===== config.mk =====
export PLATFORM = sky130hd
export DESIGN_NAME = case_insensitive_substring_search_flat
export DESIGN_NICKNAME = d
export VERILOG_FILES = /design/src/design/css_pkg.sv /design/src/design/css_if.sv /design/src/design/css_cfg.sv /design/src/design/css_cell.sv /design/src/design/css_obuf.sv /design/src/design/case_insensitive_substring_search.sv /design/src/flat_wrapper.sv
export SDC_FILE = /design/constraint.sdc
export NUM_CORES = 1
export LEC_CHECK = 0
export BUFFER_PORTS_ARGS = -buffer_cell sky130_fd_sc_hd__buf_2
export CAP_MARGIN = 20
export CORE_ASPECT_RATIO = 1.2
export CORE_MARGIN = 2
export CORE_UTILIZATION = 55
export DETAILED_ROUTE_END_ITERATION = 12
export PLACE_DENSITY = 0.77
export REMOVE_ABC_BUFFERS = 1
export SLEW_MARGIN = 20
export SYNTH_ARGS = -nofsm -noshare
export SYNTH_HDL_FRONTEND = slang
export SYNTH_SLANG_ARGS = --single-unit

===== constraint.sdc =====
create_clock -name i_clk -period 7.6 [get_ports i_clk]
set_clock_uncertainty 0.1 [all_clocks]
set_input_delay 0.38 -clock i_clk [delete_from_list [all_inputs] [get_ports i_clk]]
set_output_delay 0.38 -clock i_clk [all_outputs]
set_load 0.02 [all_outputs]

===== src/design/css_pkg.sv =====
package css_pkg;

    localparam int NEEDLE_BYTES = 32;
    localparam int NEEDLE_WORDS = 4;
    localparam int LEN_BITS     = 6;
    localparam int START_BITS   = 16;
    localparam int APB_ADDR_W   = 6;
    localparam int APB_DATA_W   = 64;

    typedef enum logic [2:0] {
        REG_NEEDLE_LENGTH = 3'd0,
        REG_NEEDLE_WORD_0 = 3'd1,
        REG_NEEDLE_WORD_1 = 3'd2,
        REG_NEEDLE_WORD_2 = 3'd3,
        REG_NEEDLE_WORD_3 = 3'd4
    } t_reg_idx;

    typedef logic [NEEDLE_BYTES-1:0][7:0] t_needle;

    typedef struct packed {
        logic shift;
        logic clear;
    } t_cell_ctl;

    typedef struct packed {
        logic                  found;
        logic [START_BITS-1:0] match_start;
    } t_result;

    function automatic logic [7:0] fold_char(input logic [7:0] c);
        logic [7:0] r;
        r = c;
        if (c >= 8'h41 && c <= 8'h5A) begin
            r = c + 8'h20;
        end
        return r;
    endfunction

endpackage


===== src/design/css_if.sv =====
interface css_in_if;
    logic       valid;
    logic       ready;
    logic [7:0] text_byte;
    logic       last_byte;

    modport source (output valid, output text_byte, output last_byte, input ready);
    modport sink   (input valid, input text_byte, input last_byte, output ready);
endinterface

interface css_out_if;
    logic        valid;
    logic        ready;
    logic        found;
    logic [15:0] match_start;

    modport source (output valid, output found, output match_start, input ready);
    modport sink   (input valid, input found, input match_start, output ready);
endinterface


===== src/design/css_cfg.sv =====
module css_cfg (
    input  logic                            i_clk,
    input  logic                            i_rst_n,
    input  logic                            psel,
    input  logic                            penable,
    input  logic                            pwrite,
    input  logic [css_pkg::APB_ADDR_W-1:0]  paddr,
    input  logic [css_pkg::APB_DATA_W-1:0]  pwdata,
    output logic [css_pkg::APB_DATA_W-1:0]  prdata,
    output logic                            pready,
    output logic [css_pkg::LEN_BITS-1:0]    o_needle_length,
    output css_pkg::t_needle                o_needle
);
    import css_pkg::*;

    logic [LEN_BITS-1:0]   r_needle_length;
    logic [APB_DATA_W-1:0] r_word [NEEDLE_WORDS];
    logic                  wr_en;
    t_reg_idx              idx;

    assign pready = 1'b1;
    assign wr_en  = psel && penable && pwrite && pready;
    assign idx    = t_reg_idx'(paddr[APB_ADDR_W-1:3]);

    always_ff @(posedge i_clk) begin
        if (!i_rst_n) begin
            r_needle_length <= '0;
            for (int k = 0; k < NEEDLE_WORDS; k++) begin
                r_word[k] <= '0;
            end
        end else if (wr_en) begin
            case (idx)
                REG_NEEDLE_LENGTH: r_needle_length <= pwdata[LEN_BITS-1:0];
                REG_NEEDLE_WORD_0: r_word[0] <= pwdata;
                REG_NEEDLE_WORD_1: r_word[1] <= pwdata;
                REG_NEEDLE_WORD_2: r_word[2] <= pwdata;
                REG_NEEDLE_WORD_3: r_word[3] <= pwdata;
                default: ;
            endcase
        end
    end

    always_comb begin
        case (idx)
            REG_NEEDLE_LENGTH: prdata = APB_DATA_W'(r_needle_length);
            REG_NEEDLE_WORD_0: prdata = r_word[0];
            REG_NEEDLE_WORD_1: prdata = r_word[1];
            REG_NEEDLE_WORD_2: prdata = r_word[2];
            REG_NEEDLE_WORD_3: prdata = r_word[3];
            default:           prdata = '0;
        endcase
    end

    assign o_needle_length = r_needle_length;
    assign o_needle        = {r_word[3], r_word[2], r_word[1], r_word[0]};

endmodule


===== src/design/css_cell.sv =====
module css_cell (
    input  logic               i_clk,
    input  logic               i_rst_n,
    input  css_pkg::t_cell_ctl i_ctl,
    input  logic               i_prev_hit,
    input  logic [7:0]         i_char,
    input  logic [7:0]         i_needle_byte,
    output logic               o_hit_next,
    output logic               o_hit
);
    import css_pkg::*;

    logic r_hit;
    logic n_hit;

    // Prefix through this byte matches if the shorter prefix matched through the previous compared byte.
    assign o_hit_next = i_prev_hit && (i_char == fold_char(i_needle_byte));

    always_comb begin
        n_hit = r_hit;
        if (i_ctl.clear) begin
            n_hit = 1'b0;
        end else if (i_ctl.shift) begin
            n_hit = o_hit_next;
        end
    end

    always_ff @(posedge i_clk) begin
        if (!i_rst_n) begin
            r_hit <= 1'b0;
        end else begin
            r_hit <= n_hit;
        end
    end

    assign o_hit = r_hit;

endmodule


===== src/design/css_obuf.sv =====
module css_obuf (
    input  logic              i_clk,
    input  logic              i_rst_n,
    input  logic              i_push,
    input  css_pkg::t_result  i_data,
    output logic              o_full,
    css_out_if.source         o_out
);
    import css_pkg::*;

    t_result    r_head;
    t_result    r_tail;
    logic [1:0] r_cnt;
    t_result    n_head;
    t_result    n_tail;
    logic [1:0] n_cnt;
    logic       pop;

    assign pop    = (r_cnt != 2'd0) && o_out.ready;
    assign o_full = (r_cnt == 2'd2);

    always_comb begin
        n_head = r_head;
        n_tail = r_tail;
        n_cnt  = r_cnt;
        if (i_push && pop) begin
            if (r_cnt == 2'd1) begin
                n_head = i_data;
            end else begin
                n_head = r_tail;
                n_tail = i_data;
            end
        end else if (i_push) begin
            if (r_cnt == 2'd0) begin
                n_head = i_data;
            end else begin
                n_tail = i_data;
            end
            n_cnt = r_cnt + 2'd1;
        end else if (pop) begin
            n_head = r_tail;
            n_cnt  = r_cnt - 2'd1;
        end
    end

    always_ff @(posedge i_clk) begin
        if (!i_rst_n) begin
            r_cnt <= 2'd0;
        end else begin
            r_cnt <= n_cnt;
        end
        r_head <= n_head;
        r_tail <= n_tail;
    end

    assign o_out.valid       = (r_cnt != 2'd0);
    assign o_out.found       = r_head.found;
    assign o_out.match_start = r_head.match_start;

endmodule


===== src/design/case_insensitive_substring_search.sv =====
// Case-insensitive substring search: text streams in one byte per beat and the
// block reports once per haystack, either found with the start index of the first
// occurrence of the needle (always found if it is empty), or not found on the last
// byte (or on a zero byte). Letters A-Z compare equal to a-z. The needle (up to
// MAX_NEEDLE bytes) and its length are set over the APB port, by the user only
// while the block is idle; the block does not enforce this. A row of MAX_NEEDLE
// cells holds one prefix-match bit each and passes it to the next cell on every
// compared byte, so the block takes one byte per clock. Each result is registered in
// a two-entry output buffer, and input stalls only when both entries are full.
module case_insensitive_substring_search #(
    parameter int MAX_NEEDLE    = 32,
    parameter int POSITION_BITS = 16
) (
    input  logic                            i_clk,
    input  logic                            i_rst_n,
    css_in_if.sink                          i_text,
    css_out_if.source                       o_result,
    input  logic                            psel,
    input  logic                            penable,
    input  logic                            pwrite,
    input  logic [css_pkg::APB_ADDR_W-1:0]  paddr,
    input  logic [css_pkg::APB_DATA_W-1:0]  pwdata,
    output logic [css_pkg::APB_DATA_W-1:0]  prdata,
    output logic                            pready
);
    import css_pkg::*;

    localparam logic [POSITION_BITS-1:0] POS_MAX = {POSITION_BITS{1'b1}};

    logic [LEN_BITS-1:0]      needle_length;
    t_needle                  needle;
    logic [LEN_BITS-1:0]      len_eff;
    logic [7:0]               char_fold;
    logic                     accept;
    logic                     full;
    logic                     saturated;
    logic [POSITION_BITS-1:0] count;
    logic [POSITION_BITS-1:0] start_pos;
    logic [31:0]              start_wide;
    logic                     hit;
    logic                     push;
    t_result                  result;
    t_cell_ctl                cell_ctl;
    logic [MAX_NEEDLE-1:0]    hit_next;
    logic [MAX_NEEDLE-1:0]    hit_q;

    logic [POSITION_BITS-1:0] r_bytes_seen;
    logic                     r_reported;
    logic [POSITION_BITS-1:0] n_bytes_seen;
    logic                     n_reported;

    css_cfg u_cfg (
        .i_clk           (i_clk),
        .i_rst_n         (i_rst_n),
        .psel            (psel),
        .penable         (penable),
        .pwrite          (pwrite),
        .paddr           (paddr),
        .pwdata          (pwdata),
        .prdata          (prdata),
        .pready          (pready),
        .o_needle_length (needle_length),
        .o_needle        (needle)
    );

    assign len_eff = (needle_length > LEN_BITS'(MAX_NEEDLE)) ? LEN_BITS'(MAX_NEEDLE)
                                                              : needle_length;
    assign char_fold     = fold_char(i_text.text_byte);
    assign i_text.ready  = !full;
    assign accept        = i_text.valid && i_text.ready;

    // Cells shift only on a compared byte; last clears the row for the next haystack.
    assign cell_ctl.shift = accept && !r_reported && (len_eff != '0)
                            && (i_text.text_byte != 8'd0);
    assign cell_ctl.clear = accept && i_text.last_byte;

    for (genvar g = 0; g < MAX_NEEDLE; g++) begin : g_cell
        logic prev_hit;
        if (g == 0) begin : g_head
            assign prev_hit = 1'b1;
        end else begin : g_body
            assign prev_hit = hit_q[g-1];
        end
        css_cell u_cell (
            .i_clk         (i_clk),
            .i_rst_n       (i_rst_n),
            .i_ctl         (cell_ctl),
            .i_prev_hit    (prev_hit),
            .i_char        (char_fold),
            .i_needle_byte (needle[g]),
            .o_hit_next    (hit_next[g]),
            .o_hit         (hit_q[g])
        );
    end

    // Full needle matched when the cell at depth len_eff reports a hit.
    always_comb begin
        hit = 1'b0;
        for (int k = 0; k < MAX_NEEDLE; k++) begin
            if (len_eff == LEN_BITS'(k + 1)) begin
                hit = hit_next[k];
            end
        end
    end

    assign saturated  = (r_bytes_seen == POS_MAX);
    assign count      = saturated ? POS_MAX : r_bytes_seen + POSITION_BITS'(1);
    assign start_pos  = saturated ? POS_MAX : count - POSITION_BITS'(len_eff);
    assign start_wide = 32'(start_pos);

    always_comb begin
        push                = 1'b0;
        result.found        = 1'b0;
        result.match_start  = '0;
        n_bytes_seen        = r_bytes_seen;
        n_reported          = r_reported;
        if (accept && !r_reported) begin
            if (len_eff == '0) begin
                push         = 1'b1;
                result.found = 1'b1;
            end else if (i_text.text_byte == 8'd0) begin
                push = 1'b1;
            end else begin
                if (hit) begin
                    push               = 1'b1;
                    result.found       = 1'b1;
                    result.match_start = start_wide[START_BITS-1:0];
                end else if (i_text.last_byte) begin
                    push = 1'b1;
                end
                n_bytes_seen = count;
            end
            if (push) begin
                n_reported = 1'b1;
            end
        end
        if (accept && i_text.last_byte) begin
            n_bytes_seen = '0;
            n_reported   = 1'b0;
        end
    end

    always_ff @(posedge i_clk) begin
        if (!i_rst_n) begin
            r_bytes_seen <= '0;
            r_reported   <= 1'b0;
        end else begin
            r_bytes_seen <= n_bytes_seen;
            r_reported   <= n_reported;
        end
    end

    css_obuf u_obuf (
        .i_clk   (i_clk),
        .i_rst_n (i_rst_n),
        .i_push  (push),
        .i_data  (result),
        .o_full  (full),
        .o_out   (o_result)
    );

endmodule

===== src/flat_wrapper.sv =====
// flat-port wrapper written by rule: the top's interface ports become plain ports
module case_insensitive_substring_search_flat import css_pkg::*;
#(
    parameter int MAX_NEEDLE    = 32,
    parameter int POSITION_BITS = 16
)
  (i_clk, i_rst_n, psel, penable, pwrite, paddr, pwdata, prdata, pready, i_text_valid, i_text_text_byte, i_text_last_byte, i_text_ready, o_result_valid, o_result_found, o_result_match_start, o_result_ready);
  css_in_if i_text_i ();
  css_out_if o_result_i ();
  input  logic i_clk;
  input  logic i_rst_n;
  input  logic psel;
  input  logic penable;
  input  logic pwrite;
  input  logic [css_pkg::APB_ADDR_W-1:0] paddr;
  input  logic [css_pkg::APB_DATA_W-1:0] pwdata;
  output logic [css_pkg::APB_DATA_W-1:0] prdata;
  output logic pready;
  input wire logic [$bits(i_text_i.valid)-1:0] i_text_valid;
  input wire logic [$bits(i_text_i.text_byte)-1:0] i_text_text_byte;
  input wire logic [$bits(i_text_i.last_byte)-1:0] i_text_last_byte;
  output wire logic [$bits(i_text_i.ready)-1:0] i_text_ready;
  output wire logic [$bits(o_result_i.valid)-1:0] o_result_valid;
  output wire logic [$bits(o_result_i.found)-1:0] o_result_found;
  output wire logic [$bits(o_result_i.match_start)-1:0] o_result_match_start;
  input wire logic [$bits(o_result_i.ready)-1:0] o_result_ready;
  assign i_text_i.valid = i_text_valid;
  assign i_text_i.text_byte = i_text_text_byte;
  assign i_text_i.last_byte = i_text_last_byte;
  assign i_text_ready = i_text_i.ready;
  assign o_result_valid = o_result_i.valid;
  assign o_result_found = o_result_i.found;
  assign o_result_match_start = o_result_i.match_start;
  assign o_result_i.ready = o_result_ready;
  case_insensitive_substring_search #(.MAX_NEEDLE(MAX_NEEDLE), .POSITION_BITS(POSITION_BITS)) u_core (.i_clk(i_clk), .i_rst_n(i_rst_n), .i_text(i_text_i), .o_result(o_result_i), .psel(psel), .penable(penable), .pwrite(pwrite), .paddr(paddr), .pwdata(pwdata), .prdata(prdata), .pready(pready));
endmodule

## After elaboration in Yosys (flattened, before gate mapping)

Memory sizes are Yosys's and may differ from the RTL's.
Cells that the tools add are included.

- Memories: 1
- Bits in writable memories: 256
- Bits of input ports: 86
- Output and inout port bits: 84
- Logic and storage cells: 430
- Register bits: 90

- Add/subtract/negate cells: 37
- Muxes and demuxes: 112
- Bitwise gates (word level): 8
- $lt $le $gt $ge: 67
- Eq/ne operators: 74
- Reductions and logical operators: 92

Memories:

| name | depth | bits a word | read ports | clocked after Yosys merged registers in | write ports | RTL line | RTL |
|---|---|---|---|---|---|---|---|
| u_core.u_cfg.r_word | 4 | 64 | 4 | 0 | 4 | css_cfg.sv:17 | `logic [APB_DATA_W-1:0] r_word [NEEDLE_WORDS];` |

Operators with widths:

| cell | number |
|---|---|
| 64-bit one-hot mux with 5 select lines | 1 |
| 8-bit by 6-bit adder with 8-bit output (second input constant) | 33 |
| 8-bit by 7-bit greater-or-equal comparator with 1-bit output (second input constant) | 33 |
| 8-bit by 7-bit less-or-equal comparator with 1-bit output (second input constant) | 33 |
| 8-bit 2-to-1 mux | 33 |
| 8-bit == test | 32 |
| 64-bit 2-to-1 mux | 4 |
| 17-bit 2-to-1 mux | 12 |
| 6-bit by 5-bit == test with 1-bit output (second input constant) | 16 |
| 1-bit logical AND | 73 |
| 1-bit 2-to-1 mux | 56 |
| 6-bit by 4-bit == test with 1-bit output (second input constant) | 8 |
| 16-bit 2-to-1 mux | 3 |
| 6-bit by 3-bit == test with 1-bit output (second input constant) | 4 |
| 16-bit by 1-bit adder with 16-bit output (second input constant) | 1 |
| 16-bit == test (second input constant) | 1 |
| 16-bit by 6-bit subtractor with 16-bit output | 1 |
| 6-bit by 2-bit == test with 1-bit output (second input constant) | 2 |
| 8-bit zero test | 1 |
| 2-bit AND reduction | 4 |
| 8-bit nonzero test | 1 |
| 3-bit by 2-bit == test with 1-bit output (second input constant) | 2 |
| 6-bit by 1-bit == test with 1-bit output (second input constant) | 1 |
| 6-bit == test (second input constant) | 1 |
| 22 further kinds | 34 |

## Logic depth before layout (Yosys ltp)

An unclocked memory read counts as a cell.

- Word-level depth: 45
- Mapped depth: 21
- Depth with buffers taken out: 18

## Modules after synthesis

From an unflattened synthesis, not the netlist that was laid out.

- Cell total of the unflattened synthesis: 2080
- Area, all modules: 22323.9 um^2

By module, submodules not included:

| module | cells an instance | seq. area each (um^2) | times used | area an instance (um^2) |
|---|---|---|---|---|
| css_cfg | 824 | 7807.5 | 1 | 11633.7 |
| css_cell | 27 | 20.0 | 32 | 215.2 |
| case_insensitive_substring_search | 320 | 340.3 | 1 | 2339.7 |
| css_obuf | 72 | 1061.0 | 1 | 1463.9 |

## Least setup slack after synthesis

Ideal clock, no wire load.

- Path kind: input to register
- Start: input paddr[5] in the netlist's numbering
- End: memory u_core.u_cfg.r_word[3][0], enable pin
- Slack: 1.443 ns
- Path buffers: 1
- Stages: 3
- Arrival: 5.482 ns
- Cell sequence: clkbuf_1 nand2_1 o21ai_0

RTL lines:

| what | RTL line | RTL |
|---|---|---|
| start, declared | flat_wrapper.sv:15 | `input logic [css_pkg::APB_ADDR_W-1:0] paddr;` |
| end, declared | css_cfg.sv:17 |  |

==> impl_metrics.xml <==
<?xml version="1.0" encoding="UTF-8"?>
<metrics>
  <group name="min_path">
    <metric name="worst_min_path_start" unit="">pwdata[23]</metric>
    <metric name="holdCritPathClass" unit="">in -&gt; reg</metric>
    <metric name="holdPathEnd" unit="">u_core.u_cfg.r_word[2][23]</metric>
    <metric name="hold-path-cell-count" unit="">2</metric>
  </group>
  <group name="die">
    <metric name="rows" unit="">80</metric>
    <metric name="die_h" unit="um">223.2</metric>
    <metric name="design.die.area" unit="mm^2">0.04167</metric>
    <metric name="design.portCount" unit="">170</metric>
    <metric name="core-area" unit="mm^2">0.03964</metric>
    <metric name="die_wd" unit="um">186.7</metric>
    <metric name="initial_core_util" unit="%">55.57</metric>
  </group>
  <group name="logic_synthesis">
    <metric name="synthXorXnorAreaFrac" unit="%">9.821</metric>
    <metric name="synth.mux.area_fraction" unit="%">1.244</metric>
    <metric name="netlist-cell-type-count" unit="">87</metric>
    <metric name="synth-compound-area-share" unit="%">16.27</metric>
    <metric name="synth_fa_ha_area_share" unit="%">2.590</metric>
    <metric name="ys_dominant_reg_cell" unit="">sky130_fd_sc_hd__edfxtp_1</metric>
    <metric name="yosys.area_share.simple" unit="%">21.92</metric>
    <metric name="postSynthRegisterBits" unit="">346</metric>
    <metric name="synth_enable_flop_cells" unit="">290</metric>
    <metric name="synth_top_family_by_area" unit="">simple AND/OR/NAND/NOR gates</metric>
    <metric name="synth.yosys.seq_area_share" unit="%">44.62</metric>
    <metric name="ys.warnings.count" unit="">0</metric>
    <metric name="asyncSetResetFlopFracSynth" unit="%">0</metric>
    <metric name="postSynthAreaPerCell" unit="um^2">9.781</metric>
    <metric name="synth_area" unit="mm^2">0.02203</metric>
    <metric name="postSynthCellCount" unit="">2252</metric>
  </group>
  <group name="power">
    <metric name="relative_contribution_of_sequential_cells_to_total_power" unit="%">45.4</metric>
    <metric name="pwr_per_cell_area" unit="mW/mm^2">210.8</metric>
    <metric name="swShare" unit="%">28.43</metric>
    <metric name="power_frac_comb" unit="%">17.0</metric>
    <metric name="clock_power_share" unit="%">37.7</metric>
    <metric name="vdd_drop_max" unit="V">0.0001776</metric>
    <metric name="static_leakage" unit="uW">0.009063</metric>
    <metric name="switching_power" unit="uW">1477</metric>
    <metric name="internal_power" unit="uW">3718</metric>
  </group>
  <group name="clocking">
    <metric name="numClockSinks" unit="">346</metric>
    <metric name="cts_hold_repair.buffers" unit="">0</metric>
    <metric name="cts_resized" unit="">0</metric>
    <metric name="cts_tree" unit="">done</metric>
    <metric name="clock_slew_at_the_register_clock_pins_of_the_worst_setup_and_hold_paths" unit="ns">0.07</metric>
    <metric name="clk_path_buf_depth" unit="">3</metric>
    <metric name="post-cts-setup-buffers" unit="">0</metric>
    <metric name="cts_inserted_buffers" unit="">37</metric>
    <metric name="root_buffer" unit="">sky130_fd_sc_hd__clkbuf_16</metric>
    <metric name="insertion_delay" unit="ns">0.56</metric>
    <metric name="h_tree_depth" unit="">2</metric>
  </group>
  <group name="drt">
    <metric name="post-route-drc-count" unit="">0</metric>
    <metric name="ant_nets" unit="">0</metric>
    <metric name="totalWireLength" unit="mm">69.50</metric>
    <metric name="dr_total_vias" unit="">19310</metric>
    <metric name="initialDrtViolationCount" unit="">2162</metric>
    <metric name="drt-pass1-iter-count" unit="">6</metric>
    <metric name="avgRoutedWirePerCell" unit="um">23.79</metric>
    <metric name="detail_route.vias_per_cell" unit="">6.612</metric>
  </group>
  <group name="worst_setup_path">
    <metric name="end_of_the_worst_register_to_register_path" unit="">u_core.u_obuf.o_out.match_start[9]</metric>
    <metric name="timing.rr.start" unit="">u_core.u_cfg.r_word[2][42]</metric>
    <metric name="slowest_stage" unit="">sky130_fd_sc_hd__nor4_1</metric>
    <metric name="cell_depth_of_the_worst_flop_to_flop_path" unit="">16</metric>
    <metric name="arrival" unit="ns">6.63</metric>
    <metric name="r2r_setup_slack" unit="ns">1.63</metric>
    <metric name="setup.worst_path.class" unit="">in -&gt; reg</metric>
    <metric name="cp_num_buf_inv" unit="">3</metric>
    <metric name="crit_path_max_fanout" unit="">29</metric>
    <metric name="critical_path.top_delay_family" unit="">compound AO/OA/AOI/OAI gates</metric>
    <metric name="crit_path_cell_trace" unit="">buf_2 &gt; ha_1 &gt; or3_1 &gt; a2bb2oi_1 &gt; nand2_1 &gt; buf_4 &gt; xnor2_1 &gt; nor4_1 &gt; a31oi_1 &gt; a2bb2oi_1 &gt; o22a_1 &gt; o21ai_0 &gt; nor3_1 &gt; ha_1 &gt; a21oi_1 &gt; buf_4 &gt; a21o_1 &gt; a21oi_2 &gt; o32ai_1</metric>
    <metric name="setup.worst_path.end_class" unit="">register</metric>
    <metric name="worst-endpoint-required" unit="ns">7.76</metric>
    <metric name="timing.critical_path.from_type" unit="">input pin</metric>
    <metric name="worst_path_max_stage_delay" unit="ns">1.04</metric>
  </group>
  <group name="cells_and_area">
    <metric name="area_growth" unit="%">11.89</metric>
    <metric name="final.fill_count" unit="">3278</metric>
    <metric name="fin_nets" unit="">2489</metric>
    <metric name="final_core_util" unit="%">62.18</metric>
    <metric name="most_common_cell_after_layout_fill_and_taps_aside" unit="">sky130_fd_sc_hd__edfxtp_1</metric>
    <metric name="fin_area" unit="mm^2">0.02465</metric>
    <metric name="share_of_cells_above_drive_strength_1" unit="%">12.36</metric>
    <metric name="layout.cells.most_common_list" unit="">sky130_fd_sc_hd__edfxtp_1, sky130_fd_sc_hd__and2_1, sky130_fd_sc_hd__nand2_1</metric>
  </group>
  <group name="sta">
    <metric name="hold_violations" unit="">0</metric>
    <metric name="slew-limit-headroom" unit="%">17.43</metric>
    <metric name="grt_setup_unrepaired" unit="">false</metric>
    <metric name="max_clock_freq" unit="MHz">154.5</metric>
    <metric name="final_period_minus_worst_setup_slack" unit="ns">6.471</metric>
    <metric name="sum_of_negative_setup_slack" unit="ns">0</metric>
    <metric name="period_share" unit="%">85.14</metric>
    <metric name="finalMaxSlewViolations" unit="">0</metric>
    <metric name="finalSetupViolations" unit="">0</metric>
    <metric name="worstMarginPinSlew" unit="ns">1.227</metric>
  </group>
  <group name="global_route">
    <metric name="grt_remaining_overflow" unit="">0</metric>
    <metric name="grt_pass1_wl" unit="mm">106.1</metric>
    <metric name="number_of_global_route_vias_before_repair" unit="">18860</metric>
    <metric name="groute.usage.overall" unit="%">32.69</metric>
    <metric name="antenna_found_initial" unit="">2</metric>
    <metric name="grt_start_max_net_pins" unit="">65</metric>
  </group>
  <group name="placement">
    <metric name="gpl.final_weighted_congestion" unit="">0.9699</metric>
    <metric name="placedInstanceArea" unit="mm^2">0.02331</metric>
    <metric name="io_buffers" unit="">165</metric>
    <metric name="place.detailed.hpwl" unit="mm">45.43</metric>
  </group>
  <group name="outcome">
    <metric name="outcome" unit="">finished, final reports clean</metric>
  </group>
  <group name="job">
    <metric name="max-cap-violations" unit="">0</metric>
  </group>
</metrics>
cell usage after synthesis, drive strengths merged, types with 36 or more instances:
| cell | n | area [um^2] |
|---|---|---|
| nor4 | 45 | 287.8 |
| ha | 44 | 550.5 |
| a21oi | 92 | 464.2 |
| clkbuf | 93 | 349.1 |
| and2 | 271 | 1695 |
| nor2 | 134 | 521.8 |
| edfxtp | 290 | 8708 |
| xor2 | 128 | 1121 |
| nand2 | 173 | 649.4 |
| a22oi | 116 | 870.8 |
| nand3 | 62 | 310.3 |
| inv | 63 | 236.5 |
| buf | 36 | 176.4 |
| xnor2 | 119 | 1042 |
| dfxtp | 56 | 1121 |
| nor3 | 59 | 295.3 |
| o21ai | 36 | 180.2 |
layer usage:
layer	global-route usage (%)	wire length, um	vias to the layer above
met1	41.92	26840	9411
met2	53.17	32750	1137
li1	-	-	8539
met4	18.56	3576	2
met3	4.814	6321	225
met5	0	11	-
registers in the layout, indices dropped and copies added (netlist names):
| name | flops |
|---|---|
| u_core.u_obuf.r_tail | 17 |
| u_core.u_obuf.r_cnt | 2 |
| u_core.u_obuf.o_out.match_start | 16 |
| u_core.u_cfg.o_needle_length | 6 |
| u_core.u_obuf.o_out.found | 1 |
| u_core.g_cell.u_cell.o_hit | 31 |
| u_core.u_cfg.r_word | 256 |
| u_core.r_reported | 1 |
| u_core.r_bytes_seen | 16 |
power groups by stage:
stage	registers (uW)	logic [uW]	clock network [uW]
final	2360	882	1960
after global placement	2380	841	0
after CTS	2350	870	1960
after detailed placement	2390	865	0
after global routing	2370	953	2020
after floorplan	2410	523	0
worst reg2reg max path, delay by kind of cell, from the launching register on:
kind | cells | cell delay [ns]
compound gates | 10 | 2.53
xor+xnor | 1 | 0.14
fa+ha+maj | 1 | 0.32
buf+inv | 1 | 0.21
flops | 1 | 0.45
simple gates | 3 | 1.95
worst max path at each step:
stage,startpoint,cells past startpoint,end,slack (ns)
after global routing,i_text_text_byte[5],19,u_core.u_obuf.o_out.match_start[3],0.86
final,i_text_text_byte[5],19,u_core.u_obuf.o_out.match_start[9],1.13
after global placement,i_text_text_byte[5],19,u_core.u_obuf.o_out.match_start[5],1.15
after detailed placement,i_text_text_byte[5],19,u_core.u_obuf.o_out.match_start[6],0.86
after CTS,i_text_text_byte[5],19,u_core.u_obuf.o_out.match_start[6],1.39
after floorplan,paddr[4],3,u_core.u_cfg.r_word[2][0],1.41
layout make-up:
type	instances	area (um^2)	share of cell area, %
clock inverter	10	178.9	0.7260
timing repair buffer	196	1086	4.407
clock buffer	58	1117	4.533
tap	533	666.9	2.706
multi-input combinational	1711	11520	46.73
inverter	66	247.7	1.005
sequential	346	9829	39.88
antenna	1	2.502	0.01015
through the flow:
step | total power [uW] | setup WS (ns) | hold slack [ns] | instances
2_1_floorplan | 2929 | 1.414 | 0.3274 | 2123
3_3_place_gp | 3224 | 1.153 | 0.3386 | 2851
3_5_place_dp | 3256 | 0.8644 | 0.3426 | 2851
4_1_cts | 5181 | 1.388 | 0.02229 | 2919
5_1_grt | 5347 | 0.8588 | 0.04036 | 2921
6_report | 5195 | 1.129 | 0.02817 | 2921
cell families (layout without fill, tap and decap cells):
logic type	Yosys count	after routing
other cells	1	2
xor+xnor	247	247
buf+inv	195	330
mux	27	27
flops	346	346
simple gates	897	897
fa+ha+maj	45	45
compound gates	494	494
Note: power is estimated with default switching activity, not from simulation.
